File: src/rtl/rtp_header_parser_top_macros.svh
// Assertion macros used by the RTP header parser core.
`ifndef RTP_HEADER_PARSER_TOP_MACROS_SVH
`define RTP_HEADER_PARSER_TOP_MACROS_SVH

// Same-cycle implication, checked on every rising edge outside reset.
`define RHP_ASSERT_SAME(label, ante, cons, msg) \
	label: assert property (@(posedge clk) disable iff (!arst_n) (ante) |-> (cons)) \
		else $error(msg);

// Next-cycle implication, checked on every rising edge outside reset.
`define RHP_ASSERT_NEXT(label, ante, cons, msg) \
	label: assert property (@(posedge clk) disable iff (!arst_n) (ante) |=> (cons)) \
		else $error(msg);

`endif

File: src/rtl/rhp_pkg.sv
// Package with the types and constants of the RTP header parser.
`default_nettype none
package rhp_pkg;

	localparam int TDATA_IN_W  = 8;
	localparam int TDATA_OUT_W = 144;
	localparam int CMP_W       = 17;
	localparam int HLEN_W      = 19;

	localparam logic [CMP_W-1:0] HDR_BYTES = 17'd12;
	localparam logic [7:0]       P_BIT     = 8'h20;
	localparam logic [7:0]       X_BIT     = 8'h10;
	localparam logic [7:0]       M_BIT     = 8'h80;
	localparam logic [7:0]       PT_MASK   = 8'h7F;

	localparam logic KIND_ENTRY   = 1'b0;
	localparam logic KIND_SUMMARY = 1'b1;
	localparam logic STATUS_OK    = 1'b0;
	localparam logic STATUS_SHORT = 1'b1;

	typedef struct packed {
		logic       valid;
		logic [7:0] data;
		logic       last;
	} byte_s1_t;

	typedef struct packed {
		logic              kind;
		logic              status;
		logic [1:0]        version;
		logic              marker;
		logic [6:0]        payload_type;
		logic [15:0]       sequence_number;
		logic [31:0]       time_stamp;
		logic [31:0]       identifier;
		logic [3:0]        csrc_count;
		logic [15:0]       extension_tag;
		logic [HLEN_W-1:0] header_length;
		logic [7:0]        padding_length;
	} result_t;

endpackage
`default_nettype wire

File: src/rtl/rhp_in_reg.sv
// Input register stage that holds one accepted packet byte.
`default_nettype none
module rhp_in_reg
	import rhp_pkg::*;
(
	input  wire logic                  clk,
	input  wire logic                  arst_n,
	input  wire logic                  s_tvalid,
	output logic                       s_tready,
	input  wire logic [TDATA_IN_W-1:0] s_tdata,
	input  wire logic                  s_tlast,
	input  wire logic                  advance,
	output byte_s1_t                   byte_s1
);

	logic       valid_s1;
	logic [7:0] data_s1;
	logic       last_s1;

	assign s_tready = !valid_s1 || advance;

	always_ff @(posedge clk or negedge arst_n) begin
		if (!arst_n) begin
			valid_s1 <= 1'b0;
		end else if (s_tready) begin
			valid_s1 <= s_tvalid;
		end
	end

	always_ff @(posedge clk) begin
		if (s_tready && s_tvalid) begin
			data_s1 <= s_tdata;
			last_s1 <= s_tlast;
		end
	end

	assign byte_s1 = '{valid: valid_s1, data: data_s1, last: last_s1};

endmodule
`default_nettype wire

File: src/rtl/rhp_parse_core.sv
// Header field capture, CSRC assembly and packet summary logic.
`default_nettype none
`include "rtp_header_parser_top_macros.svh"
module rhp_parse_core
	import rhp_pkg::*;
#(
	parameter int MAX_PACKET_BYTES = 65535
) (
	input  wire logic     clk,
	input  wire logic     arst_n,
	input  wire byte_s1_t byte_s1,
	input  wire logic     advance,
	output logic          res_valid,
	output result_t       res
);

	localparam int IDX_W = $clog2(MAX_PACKET_BYTES + 1);
	localparam logic [IDX_W-1:0] IDX_MAX = IDX_W'(MAX_PACKET_BYTES);

	logic [IDX_W-1:0] byte_idx_q, byte_idx_d;
	logic [7:0]       fhb_q, fhb_d;
	logic [7:0]       shb_q, shb_d;
	logic [15:0]      seq_q, seq_d;
	logic [31:0]      ts_q, ts_d;
	logic [31:0]      ssrc_q, ssrc_d;
	logic [31:0]      word_q, word_d;
	logic [15:0]      ext_tag_q, ext_tag_d;
	logic [15:0]      ext_words_q, ext_words_d;

	logic             fire;
	logic [7:0]       b;
	logic [CMP_W-1:0] pos;
	logic [CMP_W-1:0] csrc_end;
	logic [CMP_W-1:0] csrc_off;
	logic [CMP_W-1:0] ext_off;
	logic [CMP_W-1:0] len;
	logic [CMP_W-1:0] need;
	logic [3:0]       cc_new;
	logic             x_new;
	logic             entry;
	logic [HLEN_W-1:0] hlen;
	logic             entry_out;
	logic             entry_ok;
	logic             short_out;
	logic             short_ok;

	assign fire = byte_s1.valid && advance;
	assign b    = byte_s1.data;
	assign pos  = CMP_W'(byte_idx_q);
	assign csrc_end = HDR_BYTES + {{(CMP_W-6){1'b0}}, fhb_q[3:0], 2'b00};
	assign csrc_off = pos - HDR_BYTES;
	assign ext_off  = pos - csrc_end;

	always_comb begin
		byte_idx_d  = byte_idx_q;
		fhb_d       = fhb_q;
		shb_d       = shb_q;
		seq_d       = seq_q;
		ts_d        = ts_q;
		ssrc_d      = ssrc_q;
		word_d      = word_q;
		ext_tag_d   = ext_tag_q;
		ext_words_d = ext_words_q;
		entry       = 1'b0;
		if (byte_idx_q < IDX_MAX) begin
			byte_idx_d = byte_idx_q + 1'b1;
			if (pos == '0) begin
				fhb_d = b;
			end else if (pos == CMP_W'(1)) begin
				shb_d = b;
			end else if (pos < CMP_W'(4)) begin
				seq_d = {seq_q[7:0], b};
			end else if (pos < CMP_W'(8)) begin
				ts_d = {ts_q[23:0], b};
			end else if (pos < HDR_BYTES) begin
				ssrc_d = {ssrc_q[23:0], b};
			end else if (pos < csrc_end) begin
				word_d = {word_q[23:0], b};
				entry  = (csrc_off[1:0] == 2'b11) && !byte_s1.last;
			end else if (((fhb_q & X_BIT) != '0) && (pos < csrc_end + CMP_W'(4))) begin
				if (ext_off < CMP_W'(2)) begin
					ext_tag_d = {ext_tag_q[7:0], b};
				end else begin
					ext_words_d = {ext_words_q[7:0], b};
				end
			end
		end
	end

	assign cc_new = fhb_d[3:0];
	assign x_new  = (fhb_d & X_BIT) != '0;
	assign len    = CMP_W'(byte_idx_d);
	assign need   = HDR_BYTES + {{(CMP_W-6){1'b0}}, cc_new, 2'b00}
		+ (x_new ? CMP_W'(4) : '0);
	assign hlen   = HLEN_W'(12) + HLEN_W'({cc_new, 2'b00})
		+ (x_new ? (HLEN_W'(4) + HLEN_W'({ext_words_d, 2'b00})) : '0);

	always_comb begin
		res       = '0;
		res_valid = 1'b0;
		if (byte_s1.valid) begin
			if (byte_s1.last) begin
				res_valid = 1'b1;
				res.kind  = KIND_SUMMARY;
				if (len < need) begin
					res.status = STATUS_SHORT;
				end else begin
					res.status          = STATUS_OK;
					res.version         = fhb_d[7:6];
					res.marker          = (shb_d & M_BIT) != '0;
					res.payload_type    = shb_d[6:0] & PT_MASK[6:0];
					res.sequence_number = seq_d;
					res.time_stamp      = ts_d;
					res.identifier      = ssrc_d;
					res.csrc_count      = cc_new;
					res.extension_tag   = x_new ? ext_tag_d : '0;
					res.header_length   = hlen;
					res.padding_length  = ((fhb_d & P_BIT) != '0) ? b : '0;
				end
			end else if (entry) begin
				res_valid      = 1'b1;
				res.kind       = KIND_ENTRY;
				res.identifier = word_d;
				res.csrc_count = csrc_off[5:2];
			end
		end
	end

	always_ff @(posedge clk or negedge arst_n) begin
		if (!arst_n) begin
			byte_idx_q  <= '0;
			fhb_q       <= '0;
			shb_q       <= '0;
			seq_q       <= '0;
			ts_q        <= '0;
			ssrc_q      <= '0;
			word_q      <= '0;
			ext_tag_q   <= '0;
			ext_words_q <= '0;
		end else if (fire) begin
			if (byte_s1.last) begin
				byte_idx_q  <= '0;
				fhb_q       <= '0;
				shb_q       <= '0;
				seq_q       <= '0;
				ts_q        <= '0;
				ssrc_q      <= '0;
				word_q      <= '0;
				ext_tag_q   <= '0;
				ext_words_q <= '0;
			end else begin
				byte_idx_q  <= byte_idx_d;
				fhb_q       <= fhb_d;
				shb_q       <= shb_d;
				seq_q       <= seq_d;
				ts_q        <= ts_d;
				ssrc_q      <= ssrc_d;
				word_q      <= word_d;
				ext_tag_q   <= ext_tag_d;
				ext_words_q <= ext_words_d;
			end
		end
	end

	assign entry_out = res_valid && (res.kind == KIND_ENTRY);
	assign entry_ok  = !byte_s1.last && (res.csrc_count < fhb_q[3:0]);
	assign short_out = res_valid && (res.status == STATUS_SHORT);
	assign short_ok  = (res.header_length == '0) && (res.identifier == '0);

	`RHP_ASSERT_NEXT(a_clear_after_last, fire && byte_s1.last, byte_idx_q == '0, "byte index kept")
	`RHP_ASSERT_SAME(a_idx_bound, 1'b1, byte_idx_q <= IDX_MAX, "byte index beyond packet limit")
	`RHP_ASSERT_SAME(a_entry_not_last, entry_out, entry_ok, "CSRC entry out of place")
	`RHP_ASSERT_SAME(a_short_zero, short_out, short_ok, "short packet summary carries fields")

endmodule
`default_nettype wire

File: src/rtl/rhp_out_reg.sv
// Result register that drives the master-side stream.
`default_nettype none
module rhp_out_reg
	import rhp_pkg::*;
(
	input  wire logic                   clk,
	input  wire logic                   arst_n,
	input  wire logic                   res_load,
	input  wire logic                   res_valid,
	input  wire result_t                res,
	output logic                        advance,
	output logic                        m_tvalid,
	input  wire logic                   m_tready,
	output logic [TDATA_OUT_W-1:0]      m_tdata,
	output logic                        m_tuser
);

	logic    valid_q;
	result_t res_q;

	assign advance = !valid_q || m_tready;

	always_ff @(posedge clk or negedge arst_n) begin
		if (!arst_n) begin
			valid_q <= 1'b0;
		end else if (advance) begin
			valid_q <= res_load && res_valid;
		end
	end

	always_ff @(posedge clk) begin
		if (advance && res_load && res_valid) begin
			res_q <= res;
		end
	end

	assign m_tvalid = valid_q;
	assign m_tuser  = res_q.kind;
	assign m_tdata  = {6'b0, res_q.padding_length, res_q.header_length, res_q.extension_tag,
		res_q.csrc_count, res_q.identifier, res_q.time_stamp, res_q.sequence_number,
		res_q.payload_type, res_q.marker, res_q.version, res_q.status};

endmodule
`default_nettype wire

File: src/rtl/rtp_header_parser_top.sv
// A byte's result, if any, is registered in the result register and offered from there.
// Throughput: one byte per cycle unless a result is held by m_tready; the input and result
// registers let one more byte enter while a finished result waits on the master side.
// A byte yields at most one result: a CSRC entry or, on the last byte, a summary.
// Reset is asynchronous and active low; it empties both stages and clears the header state.
`default_nettype none
module rtp_header_parser_top
	import rhp_pkg::*;
#(
	parameter int MAX_PACKET_BYTES = 65535
) (
	input  wire logic                   clk,
	input  wire logic                   arst_n,
	input  wire logic                   s_tvalid,
	output logic                        s_tready,
	// data_byte[7:0]
	input  wire logic [TDATA_IN_W-1:0]  s_tdata,
	input  wire logic                   s_tlast,
	output logic                        m_tvalid,
	input  wire logic                   m_tready,
	// status[0], version[2:1], marker[3], payload_type[10:4],
	// sequence_number[26:11], time_stamp[58:27], identifier[90:59],
	// csrc_count[94:91], extension_tag[110:95], header_length[129:111],
	// padding_length[137:130], zero fill[143:138]
	output logic [TDATA_OUT_W-1:0]      m_tdata,
	// kind[0]
	output logic                        m_tuser
);

	byte_s1_t byte_s1;
	logic     advance;
	logic     res_valid;
	result_t  res;

	rhp_in_reg u_in_reg (
		.clk      (clk),
		.arst_n   (arst_n),
		.s_tvalid (s_tvalid),
		.s_tready (s_tready),
		.s_tdata  (s_tdata),
		.s_tlast  (s_tlast),
		.advance  (advance),
		.byte_s1  (byte_s1)
	);

	rhp_parse_core #(
		.MAX_PACKET_BYTES (MAX_PACKET_BYTES)
	) u_parse_core (
		.clk       (clk),
		.arst_n    (arst_n),
		.byte_s1   (byte_s1),
		.advance   (advance),
		.res_valid (res_valid),
		.res       (res)
	);

	rhp_out_reg u_out_reg (
		.clk       (clk),
		.arst_n    (arst_n),
		.res_load  (byte_s1.valid),
		.res_valid (res_valid),
		.res       (res),
		.advance   (advance),
		.m_tvalid  (m_tvalid),
		.m_tready  (m_tready),
		.m_tdata   (m_tdata),
		.m_tuser   (m_tuser)
	);

endmodule
`default_nettype wire

File: config.mk
export PLATFORM = sky130hd
export DESIGN_NAME = rtp_header_parser_top
export DESIGN_NICKNAME = d
export VERILOG_FILES = /design/src/rtl/rhp_pkg.sv /design/src/rtl/rhp_in_reg.sv /design/src/rtl/rhp_parse_core.sv /design/src/rtl/rhp_out_reg.sv /design/src/rtl/rtp_header_parser_top.sv
export VERILOG_INCLUDE_DIRS = /design/src /design/src/rtl
export SDC_FILE = /design/constraint.sdc
export NUM_CORES = 1
export LEC_CHECK = 0
export ABC_AREA = 0
export BUFFER_PORTS_ARGS = -buffer_cell sky130_fd_sc_hd__buf_2
export CORE_AREA = 2 2 203 205
export CTS_CLUSTER_DIAMETER = 60
export CTS_CLUSTER_SIZE = 28
export DETAILED_ROUTE_END_ITERATION = 10
export DIE_AREA = 0 0 205 207
export GPL_ROUTABILITY_DRIVEN = 0
export MAX_ROUTING_LAYER = met4
export PLACE_DENSITY_LB_ADDON = 0.2
export RECOVER_POWER = 100
export SYNTH_ARGS = -nofsm -noshare
export SYNTH_HDL_FRONTEND = slang
export SYNTH_SLANG_ARGS = --single-unit
export TNS_END_PERCENT = 50
File: constraint.sdc
create_clock -name clk -period 20 [get_ports clk]
set_input_delay 2 -clock clk [delete_from_list [all_inputs] [get_ports clk]]
set_output_delay 2 -clock clk [all_outputs]
set_load 0.02 [all_outputs]
### Yosys cells after proc, flatten, opt, wreduce, memory -nomap -nowiden

Cells that the tools add are included.

| word-level totals | value |
|---|---|
| flip-flop bits (word level) | 326 |
| latch bits | 0 |
| memory bits (writable) | 0 |
| bits in read-only memories | 0 |
| output and inout bits | 147 |
| logic and storage cells | 139 |
| memories kept | 0 |

| operators by class | value |
|---|---|
| add/sub/neg operators | 10 |
| multipliers | 0 |
| div/mod/pow operators | 0 |
| magnitude comparators | 8 |
| equality and inequality tests | 2 |
| shift operators | 0 |
| multiplexer cells | 74 |
| bitwise gates (word level) | 4 |
| reductions and logical operators | 16 |

Operators by type and width:

| cell | count |
|---|---|
| two-way mux 32 bit | 21 |
| two-way mux 16 bit | 28 |
| two-way mux 79 bit | 1 |
| two-way mux 36 bit | 2 |
| two-way mux 8 bit | 8 |
| less-than comparator 16 x 17 -> 1 bit | 2 |
| less-than comparator 16 x 4 -> 1 bit, second input constant | 2 |
| adder 4 x 6 -> 7 bit, first input constant | 3 |
| adder 19 bit | 1 |
| adder 3 x 18 -> 19 bit, first input constant | 1 |
| two-way mux 19 bit | 1 |
| adder 17 bit | 1 |
| adder 17 x 3 -> 17 bit, second input constant | 1 |
| zero test 17 bit | 1 |
| less-than comparator 17 x 2 -> 1 bit, second input constant | 1 |
| subtractor 16 x 7 -> 17 bit | 1 |
| adder 16 x 1 -> 16 bit, second input constant | 1 |
| equality test 16 x 1 -> 1 bit, second input constant | 1 |
| less-than comparator 16 bit, second input constant | 1 |
| less-than comparator 16 x 3 -> 1 bit, second input constant | 1 |
| less-than comparator 16 x 7 -> 1 bit | 1 |
| two-way mux 1 bit | 12 |
| OR reduction 4 bit | 2 |
| logical AND 1 bit | 6 |
| 8 further kinds | 14 |

### Depth between registers and ports, before layout

Gate-level depths: netlist (run 1).

| logic depth | value |
|---|---|
| depth in word-level cells | 17 |
| mapped depth | 26 |
| depth with buffers taken out | 24 |

### By module

A second synthesis (run 1) with hierarchy kept.

| unflattened totals | value |
|---|---|
| cells, all modules | 1592 |
| area, all modules | 16140.5 sq um |

Modules (own cells, without submodules):

| module | instances | cells an instance | area each (sq um) | seq. area each (sq um) |
|---|---|---|---|---|
| rhp_parse_core | 1 | 1426 | 11518.5 | 4204.0 |
| rhp_out_reg | 1 | 151 | 4282.9 | 4199.0 |
| rhp_in_reg | 1 | 15 | 339.1 | 295.3 |

### Worst setup path after synthesis (run 1)

OpenSTA, ideal clock, no wires.

| path | value |
|---|---|
| kind | reg-to-reg |
| start point | reg u_parse_core.fhb_q[0] |
| end point | reg u_out_reg.res_q, in the netlist u_out_reg.m_tdata[0], enable pin |
| library setup time | 0.635 ns |
| data arrival time | 8.475 ns |
| path slack | 10.890 ns |
| stages on the path, launching flop included | 12 |
| buffers on the path | 0 |
| cells stage by stage | dfrtp_1 > inv_1 > ha_1 > nand3b_1 > ha_1 > or3_1 > or3_1 > nor4_1 > nand2_1 > inv_1 > a21oi_1 > nor2_1 |

| on the way | value |
|---|---|
| longest elaborated chain between the ends | 13 |

Ends and longest elaborated chain:

| item | line | text |
|---|---|---|
| start, declared | rhp_parse_core.sv:21 | `logic [7:0] fhb_q, fhb_d;` |
| start signal, assigned | rhp_parse_core.sv:153 | `fhb_q <= fhb_d;` |
| adder 4 x 6 -> 7 bit | rhp_parse_core.sv:50 | `assign csrc_end = HDR_BYTES + {{(CMP_W-6){1'b0}}, fhb_q[3:0], 2'b00};` |
| less-than comparator 16 x 7 -> 1 bit | rhp_parse_core.sv:77 | `end else if (pos < csrc_end) begin` |
| two-way mux 1 bit | rhp_parse_core.sv:77 |  |
| two-way mux 1 bit | rhp_parse_core.sv:75 | `end else if (pos < HDR_BYTES) begin` |
| two-way mux 1 bit | rhp_parse_core.sv:73 | `end else if (pos < CMP_W'(8)) begin` |
| two-way mux 1 bit | rhp_parse_core.sv:71 | `end else if (pos < CMP_W'(4)) begin` |
| two-way mux 1 bit | rhp_parse_core.sv:69 | `end else if (pos == CMP_W'(1)) begin` |
| two-way mux 1 bit | rhp_parse_core.sv:67 | `if (pos == '0) begin` |
| two-way mux 1 bit | rhp_parse_core.sv:65 | `if (byte_idx_q < IDX_MAX) begin` |
| two-way mux 1 bit | rhp_parse_core.sv:120 | `end else if (entry) begin` |
| two-way mux 1 bit | rhp_parse_core.sv:102 | `if (byte_s1.last) begin` |
| two-way mux 1 bit | rhp_parse_core.sv:101 | `if (byte_s1.valid) begin` |
| logical AND 1 bit | rhp_out_reg.sv:32 | `if (advance && res_load && res_valid) begin` |
| end signal, assigned | rhp_out_reg.sv:33 | `res_q <= res;` |
| end, declared | rhp_out_reg.sv:19 | `result_t res_q;` |

No other way between the ends.
A chain may end at the register's enable or synchronous reset.

==> run_results.csv, run 1 <==
group,metric,value,unit
status,status,"finished with violations",
status,violations,"capacitance limit, slew limit",
layout,drive_above_1_share,6.40,%
setup_path,crit_arrival,9.06,ns
clocking,ctsHoldBuffers,0,
timing,fmax,107,MHz
power,power_density,106,mW/mm^2
clocking,insertion_delay,0.60,ns
clocking,cts-root-buf,"clkbuf_16",
timing,relSlewSlack,-273,%
clocking,post-cts-setup-buffer-count,0,
setup_path,path_cells,"clkbuf_1, clkbuf_1",
power,internal_power,1230,uW
synthesis,synth-edff-count,146,
timing,finalMaxSlewViolations,636,
detailed_routing,dr.pass1.iters,6,
floorplanning,die_area,0.0424,mm^2
detailed_routing,post-route-drc-count,0,
detailed_routing,vias,12500,
floorplanning,start_util,39.5,%
timing,timing.final.crit_share,46.5,%
worst_hold_path,hold_class,"reg -> reg",
global_routing,grt_pass1_vias,11900,
timing,setup_tns,0,ns
synthesis,synth-seq-area-share,54.2,%
timing,setup_viol,0,
setup_path,crit_buf_inv,2,
power,switchingPower,682,uW
clocking,cts_htree_levels,1,
place,dp_hpwl,29.2,mm
synthesis,synth_largest_area_cell,"edfxtp_1",
clocking,cts.sink_count,316,
clocking,cts.reportedPaths.clkPinSlew,0.08,ns
power,swShare,35.7,%
setup_path,critPathMaxStageDelay,3.84,ns
detailed_routing,drt-vias-per-instance,5.60,
clocking,ctsLongestPathBuffers,3,
global_routing,grt_start_max_net_pins,99,
global_routing,antenna_found_initial,0,
clocking,ctsResizeCount,0,
layout,area_growth,13.4,%
synthesis,ys_ff_latch,316,
floorplanning,dieWidth,205,um
floorplanning,rows,74,
clocking,cts_tree,"built",
floorplanning,num_io_pins,160,
detailed_routing,first_iter_violations,1130,
layout,mostFrequentLayoutCells,"nand2_1, dfrtp_1, clkbuf_1",
timing,rsz0062_at_grt,"no",
synthesis,synth_ff_type,"dfrtp_1",
synthesis,synthArstFlopShare,53.8,%
power,leakage,0.00677,uW
setup_path,endpoint_kind,"async pin",
power,p_clk_share,34.5,%
timing,hold_viol_final,0,
setup_path,crit_top_cell,"clkbuf_1",
job,drv_cap,14,
synthesis,synth_top_area_share,27.5,%
power,p_comb_share,21.1,%
clocking,numCtsBuffers,30,
layout,antennaDiodeCount,0,
power,ir_drop,72.0,uV
timing,fin_skew,0.0379,ns
detailed_routing,finalWirelength,45.3,mm
setup_path,crit_fanout,98,
synthesis,ys_types,73,
synthesis,syn_area,0.0160,mm^2
setup_path,timing.setup.critical_path_class,"in -> async",
layout,n_fill_cell,3961,
floorplanning,dieHeight,207,um
synthesis,syn_avg_cell_area,10.1,um^2
global_routing,grt_first_pass_wirelength,71.0,mm
setup_path,critPathTopFamily,"buffers and inverters",
global_routing,grt_overflow,0,
synthesis,synth_cells,1578,
synthesis,synth.area.top_cells,"edfxtp_1, dfrtp_1, nand2_1",
layout,layout_commonest_cell,"nand2_1",
setup_path,startpoint_type,"input pin",
timing,worst_pin_slew,5.60,ns
timing,min_period,9.31,ns
power,power.share.sequential,44.3,%
detailed_routing,ant_nets,0,
layout,nNetsFinal,1726,
setup_path,critPathRequiredTime,19.75,ns
floorplanning,core-area,0.0404,mm^2
global_routing,grt_usage,21.8,%
synthesis,yosysWarnings,0,
detailed_routing,wl_per_cell,20.3,um
place,port_buffers,151,
power,total_power,1910,uW
setup_path,slowest_stage,"clkbuf_1",
[synthesized netlist by cell type (all sizes together), types with 10 or more instances]
library cell and number:
xnor2 20, inv 18, a22o 76, buf 15, clkbuf 103, or3 10, and2 21, dfrtp 170
a21oi 140, xor2 22, o21ai 103, nand2 292, nand2b 10, a22oi 43, nand4 13, nor2 72
nor3 24, nand3 22, edfxtp 146, nor2b 46, a21boi 28, ha 32, mux2i 33
[power groups by stage]
stage / sequential (uW) / combinational [uW] / clock [uW]
5_1_grt: 860 / 452 / 698
3_3_place_gp: 854 / 399 / 0
2_1_floorplan: 853 / 277 / 0
3_5_place_dp: 856 / 408 / 0
6_report: 847 / 404 / 660
4_1_cts: 843 / 410 / 674
[per-layer routing]
layer  wire length, um  track usage [%]  up-vias
li1                  -                -     5894
met1             20600             31.2     6105
met2             20700             32.5      424
met3              2760             2.72       82
met4              1300             6.50        0
met5                 0                -        -
[area by class of cell]
| class | instances | area (um^2) | area share [%] |
|---|---|---|---|
| clock buffer | 31 | 776 | 4.29 |
| clock inverter | 25 | 402 | 2.22 |
| inverter | 18 | 67.6 | 0.373 |
| multi-input combinational | 1134 | 6790 | 37.5 |
| sequential | 316 | 8640 | 47.7 |
| tap | 532 | 666 | 3.68 |
| timing repair buffer | 179 | 752 | 4.16 |
[registers in the layout, indices dropped and copies added, names as in the netlist, 16 cells and up]
register	flops
u_parse_core.seq_q	16
u_parse_core.ts_q	32
u_parse_core.ext_tag_q	16
u_parse_core.ext_words_q	16
u_parse_core.byte_idx_q	16
u_out_reg.m_tdata	136
u_parse_core.ssrc_q	32
u_parse_core.word_q	24
[through the flow]
stage | instance area, um^2 | util (%) | setup WS [ns] | hold WS (ns) | std cells
2_1_floorplan | 16000 | - | 10.89 | 0.450 | 1586
3_3_place_gp | 17200 | 42.5 | 13.71 | 0.461 | 2178
3_5_place_dp | 17200 | 42.5 | 13.53 | 0.471 | 2178
4_1_cts | 18300 | 45.4 | 13.50 | 0.490 | 2234
5_1_grt | 18100 | 44.8 | 9.07 | 0.516 | 2235
6_report | 18100 | 44.8 | 10.69 | 0.492 | 2235
[final timing paths]
| path | startpoint | to | slack [ns] | cells after the start |
|---|---|---|---|---|
| max in group clk | u_parse_core.fhb_q[0] | u_out_reg.m_tdata[113] | 11.30 | 13 |
| setup / recovery | arst_n | u_parse_core.byte_idx_q[11] | 10.69 | 2 |
| hold reg to reg | u_parse_core.fhb_q[7] | u_parse_core.fhb_q[7] | 0.49 | 2 |
| hold / removal | u_parse_core.fhb_q[7] | u_parse_core.fhb_q[7] | 0.49 | 2 |
| setup reg to reg | u_parse_core.fhb_q[0] | u_out_reg.m_tdata[113] | 11.30 | 13 |
| min in group asynchronous | arst_n | u_parse_core.ext_tag_q[14] | 3.45 | 1 |
[cell families after synthesis]
group / synth area share [%]
and+or+nand+nor: 16.2
AOI/OAI and AO/OA: 18.7
DFF: 54.2
buffers and inverters: 3.55
xor gates and xnor gates: 2.31
muxes: 2.28
adders and majority gates: 2.76
other: 0.0471
(Power assumes the default switching activity.)
==> run 2: changes to the inputs <==
==> constraint.sdc (replaced) <==
create_clock -name clk -period 9.3 [get_ports clk]
set_input_delay 0.93 -clock clk [delete_from_list [all_inputs] [get_ports clk]]
set_output_delay 0.93 -clock clk [all_outputs]
set_load 0.02 [all_outputs]
==> run 2 against run 1 <==
Compared with the run above: the flow still finishes with violations (capacitance limit, slew limit); die area unchanged; power increased by 110%; sequential power rose by 110%; count of clock-buffer cells in the layout shrank 2; hold slack worse by 0.0049 ns; flip-flop and latch count is the same; utilization down 0.38 points; critical path type is now reg -> reg; critical endpoint is now u_out_reg.m_tdata[47]; largest power group unchanged; highest routed layer unchanged.
==> run_results.csv, run 2 (synthesized netlist as in run 1, its figures left out) <==
group,metric,value,unit
clocking,cts.sink_count,316,
detailed_routing,first_iter_violations,993,
floorplanning,die_area,0.0424,mm^2
detailed_routing,drt-vias-per-instance,5.65,
detailed_routing,wl_per_cell,20.3,um
layout,layout_commonest_cell,"nand2_1",
layout,seq_area,0.00864,mm^2
layout,n_fill_cell,3947,
power,ir_drop,165,uV
power,power_density,220,mW/mm^2
timing,setup_tns,0,ns
floorplanning,rows,74,
power,leakage,0.00669,uW
timing,fmax,135,MHz
clocking,insertion_delay,0.60,ns
setup_path,critPathRequiredTime,9.61,ns
place,port_buffers,151,
timing,hold_viol_final,0,
setup_path,timing.setup.critical_path_class,"reg -> reg",
floorplanning,num_io_pins,160,
timing,timing.final.crit_share,79.5,%
layout,mostFrequentLayoutCells,"nand2_1, dfrtp_1, clkbuf_1",
timing,min_period,7.39,ns
floorplanning,dieWidth,205,um
setup_path,endpoint_kind,"register",
global_routing,grt_overflow,0,
detailed_routing,ant_nets,0,
layout,area_growth,12.4,%
floorplanning,dieHeight,207,um
detailed_routing,finalWirelength,45.3,mm
status,violations,"capacitance limit, slew limit",
floorplanning,core-area,0.0404,mm^2
global_routing,grt_usage,21.7,%
layout,nNetsFinal,1724,
detailed_routing,dr.pass1.iters,5,
timing,rsz0062_at_grt,"no",
job,drv_cap,12,
clocking,ctsHoldBuffers,0,
clocking,ctsLongestPathBuffers,3,
clocking,ctsResizeCount,0,
global_routing,grt_start_max_net_pins,102,
setup_path,crit_fanout,41,
timing,fin_skew,0.0394,ns
clocking,cts.reportedPaths.clkPinSlew,0.07,ns
layout,design_area,0.0179,mm^2
worst_hold_path,hold_class,"reg -> reg",
global_routing,antenna_found_initial,1,
floorplanning,start_util,39.5,%
status,status,"finished with violations",
place,placed_area,0.0172,mm^2
detailed_routing,post-route-drc-count,0,
timing,worst_pin_slew,5.69,ns
clocking,cts_htree_levels,1,
clocking,post-cts-setup-buffer-count,0,
clocking,cts-root-buf,"clkbuf_16",
timing,finalMaxSlewViolations,502,
layout,largest_reg_flops,136,
place,numPlacedInstances,2179,
detailed_routing,vias,12600,
clocking,cts_tree,"built",
setup_path,crit_arrival,7.70,ns
layout,antennaDiodeCount,0,
global_routing,grt_pass1_vias,11800,
layout,final_cells,2231,
place,dp_hpwl,29.4,mm
timing,relSlewSlack,-279,%
layout,multiInputGateArea,0.00677,mm^2
layout,drive_above_1_share,6.06,%
timing,setup_viol,0,
global_routing,grt_first_pass_wirelength,70.6,mm
setup_path,startpoint_type,"register",
clocking,numCtsBuffers,28,
-- run 2: final timing paths --
check	depth (start not counted)	from	to	slack [ns]
max	19	u_parse_core.byte_idx_q[13]	u_out_reg.m_tdata[47]	1.91
min	2	u_parse_core.ext_tag_q[15]	u_parse_core.ext_tag_q[15]	0.49
max reg2reg	19	u_parse_core.byte_idx_q[13]	u_out_reg.m_tdata[47]	1.91
min reg2reg	2	u_parse_core.ext_tag_q[15]	u_parse_core.ext_tag_q[15]	0.49
max in group asynchronous	2	arst_n	u_out_reg.m_tvalid	2.86
min in group asynchronous	1	arst_n	u_parse_core.ext_tag_q[10]	2.43
-- run 2: power breakdown --
part | internal, uW | switching [uW] | leakage, uW
clock network | 637 | 633 | 0.000493
logic | 292 | 568 | 0.00247
registers | 1640 | 176 | 0.00373
total | 2570 | 1380 | 0.00669
-- run 2: critical path, cell delays in order (launching register included) --
cell and delay, ns:
dfrtp_1 0.49, or3_1 0.44, or4_1 0.57, nor2_1 0.35, and3_1 0.42, mux2i_1 0.22
clkbuf_1 0.61, inv_1 0.37, ha_1 0.32, ha_1 0.21, a31oi_1 0.16, ha_1 0.27
a21o_1 0.16, a21oi_1 0.15, o2111ai_1 0.12, a21oi_1 0.14, nand4_1 0.27, nand2_1 1.22
buf_4 0.52, a21oi_1 0.08
-- run 2: cell type report --
class	instances	share of cell area (%)
Sequential cell	316	48.2
Multi-Input combinational cell	1134	37.8
Timing Repair Buffer	179	4.20
Clock buffer	29	3.98
Tap cell	532	3.71
Clock inverter	23	1.81
Inverter	18	0.377
-- run 2: routing by layer --
layer,global-route usage [%],vias up,routed length (um)
met5,-,-,0
met4,4.59,0,879
met3,1.94,62,2270
met2,33.2,377,21200
met1,31.4,6281,21000
li1,-,5884,-
-- run 2: metrics by stage --
step | utilization, % | total power [uW] | hold slack (ns) | worst slack (ns)
finish | 44.4 | 3950 | 0.487 | 1.91
detailed placement | 42.5 | 2720 | 0.472 | 2.84
CTS | 45.1 | 3990 | 0.489 | 2.78
global route | 44.4 | 4150 | 0.513 | 1.35
global placement | 42.5 | 2690 | 0.463 | 3.00
floorplan | - | 2430 | 0.450 | 0.190
==> run 3: changes to the inputs <==
==> constraint.sdc (replaced) <==
create_clock -name clk -period 6.5 [get_ports clk]
set_input_delay 0.65 -clock clk [delete_from_list [all_inputs] [get_ports clk]]
set_output_delay 0.65 -clock clk [all_outputs]
set_load 0.02 [all_outputs]
==> run 3 against run 2 <==
Compared with the run above: the flow still finishes with violations (capacitance limit, slew limit); routed wire length increased by 0.90%; cell count grew 0.99%; register-to-register slack got worse by 1.4 ns; largest cell class unchanged; non-clock buffer count up 18.
==> run_results.csv, run 3 (synthesized netlist as in run 1, its figures left out) <==
group,metric,value,unit
timing,rsz0062_at_grt,"no",
timing,relSlewSlack,-280,%
clocking,cts_htree_levels,1,
timing,setup_tns,0,ns
global_routing,grt_pass1_vias,11800,
layout,largest_reg_flops,136,
clocking,ctsHoldBuffers,0,
global_routing,grt_usage,21.9,%
power,swShare,35.8,%
layout,n_fill_cell,3985,
power,power_density,321,mW/mm^2
clocking,cts-root-buf,"clkbuf_16",
power,power.share.sequential,44.6,%
layout,antennaDiodeCount,0,
timing,setup_slack,0.480,ns
setup_path,rr_startpoint,"u_parse_core.fhb_q[0]",
clocking,cts.sink_count,316,
global_routing,grt_overflow,0,
timing,whs,0.207,ns
timing,min_period,6.02,ns
setup_path,startpoint,"u_parse_core.fhb_q[0]",
setup_path,crit_buf_inv,2,
layout,area_growth,14.0,%
floorplanning,num_io_pins,160,
clocking,insertion_delay,0.62,ns
clocking,post-cts-setup-buffer-count,0,
layout,multiInputGateArea,0.00681,mm^2
clocking,numCtsBuffers,30,
setup_path,startpoint_type,"register",
global_routing,antenna_found_initial,0,
worst_hold_path,hold_class,"in -> reg",
timing,fmax,166,MHz
detailed_routing,ant_nets,0,
power,p_clk_share,33.5,%
detailed_routing,post-route-drc-count,0,
floorplanning,die_area,0.0424,mm^2
power,switchingPower,2090,uW
setup_path,path_cells,"inv_1, ha_1, fa_1, a211o_1, a2111oi_0, a211oi_1, or3_4, o31ai_4, clkbuf_1, mux2_2, nor3_1, xor2_1, or4_1, or3_1, a21oi_1",
worst_hold_path,min_path_cells,1,
place,dp_slack,0.521,ns
layout,mostFrequentLayoutCells,"nand2_1, dfrtp_1, clkbuf_1",
power,internal_power,3740,uW
setup_path,crit_fanout,15,
setup_path,critPathRequiredTime,6.92,ns
global_routing,grt_start_max_net_pins,105,
floorplanning,dieWidth,205,um
detailed_routing,vias,12700,
layout,nNetsFinal,1744,
global_routing,grt_use_met1,31.7,%
floorplanning,start_util,39.5,%
clocking,cts.reportedPaths.clkPinSlew,0.09,ns
setup_path,crit_arrival,6.44,ns
clocking,cts_tree,"built",
layout,seq_area,0.00864,mm^2
timing,setup_viol,0,
floorplanning,core-area,0.0404,mm^2
detailed_routing,finalWirelength,45.7,mm
timing,timing.final.crit_share,92.6,%
timing,fin_skew,0.0527,ns
setup_path,timing.setup.critical_path_class,"reg -> reg",
layout,layout_commonest_cell,"nand2_1",
setup_path,crit_cells,15,
setup_path,critPathMaxStageDelay,0.70,ns
status,violations,"capacitance limit, slew limit",
detailed_routing,dr.pass1.iters,7,
power,p_comb_share,21.9,%
setup_path,r2r_setup_slack,0.48,ns
layout,drive_above_1_share,7.21,%
job,drv_cap,8,
status,status,"finished with violations",
setup_path,r2r_cells,15,
timing,finalMaxSlewViolations,289,
global_routing,use_met3,2.88,%
detailed_routing,drt-vias-per-instance,5.62,
global_routing,grt_busiest_layer,"met2",
place,dp_hpwl,29.7,mm
setup_path,endpoint_kind,"register",
detailed_routing,first_iter_violations,1043,
detailed_routing,wl_per_cell,20.3,um
floorplanning,dieHeight,207,um
timing,hold_viol_final,0,
clocking,ctsLongestPathBuffers,3,
place,port_buffers,151,
power,leakage,0.00681,uW
timing,worst_pin_slew,5.70,ns
power,ir_drop,228,uV
floorplanning,rows,74,
setup_path,slowest_stage,"clkbuf_1",
worst_hold_path,hp-start,"s_tlast",
setup_path,critPathTopFamily,"simple AND/OR/NAND/NOR gates",
global_routing,grt.met2_usage,32.6,%
global_routing,grt_first_pass_wirelength,71.3,mm
==> run 3: cell count changes in the layout (fill, tap and decap cells not counted), sizes merged <==
| cell | previous run | this run |
|---|---|---|
| buf | 28 | 39 |
| bufinv | 1 | 0 |
| clkbuf | 180 | 189 |
| clkinv | 15 | 8 |
| clkinvlp | 2 | 0 |
| inv | 23 | 35 |
==> run 3: through the flow <==
| stage | utilization [%] | cell area (um^2) | total power, uW | cells |
|---|---|---|---|---|
| floorplan | - | 16000 | 3470 | 1586 |
| detailed placement | 42.9 | 17300 | 3930 | 2197 |
| global route | 45.0 | 18200 | 6130 | 2253 |
| global placement | 42.9 | 17300 | 3890 | 2197 |
| finish | 45.0 | 18200 | 5840 | 2253 |
| CTS | 45.7 | 18500 | 5890 | 2253 |
==> run 3: final timing paths <==
check                                         endpoint
min in group asynchronous   u_parse_core.ext_tag_q[14]
min reg2reg                    u_parse_core.ssrc_q[31]
min                                   u_in_reg.last_s1
max                             u_out_reg.m_tdata[127]
max in group asynchronous  u_parse_core.byte_idx_q[15]
max reg2reg                     u_out_reg.m_tdata[127]
==> run 3: power by group through the flow <==
stage               logic, uW  registers, uW  clock network (uW)
finish                   1280           2600                1950
global route             1430           2640                2070
floorplan                 854           2610                   0
detailed placement       1300           2630                   0
CTS                      1300           2590                1990
global placement         1270           2630                   0
==> run 3: layer usage <==
| layer | vias to the layer above | routed length [um] |
|---|---|---|
| met4 | 0 | 1070 |
| met3 | 76 | 2570 |
| met5 | - | 0 |
| met2 | 404 | 20900 |
| met1 | 6257 | 21200 |
| li1 | 5926 | - |
==> run 3: repair_timing <==
action                                  CTS  global route
endpoints found under the setup margin    0             1
gates resized for setup                   0             1
endpoints found under the hold margin     0             0
==> run 3: final cells by class <==
type / instances / share of cell area [%]
Clock buffer: 31 / 4.15
Clock inverter: 25 / 2.02
Inverter: 18 / 0.372
Multi-Input combinational cell: 1134 / 37.5
Sequential cell: 316 / 47.5
Tap cell: 532 / 3.66
Timing Repair Buffer: 197 / 4.82
==> run 3: worst reg2reg max path, delay by kind of cell (launching register included) <==
kind                     cells  cell delay (ns)
XOR/XNOR                     1             0.20
AO/OA/AOI/OAI                5             1.46
buffers and inverters        2             0.82
AND/OR/NAND/NOR              4             1.58
adder cells (fa/ha/maj)      2             0.85
multiplexers                 1             0.47
flip-flops                   1             0.46
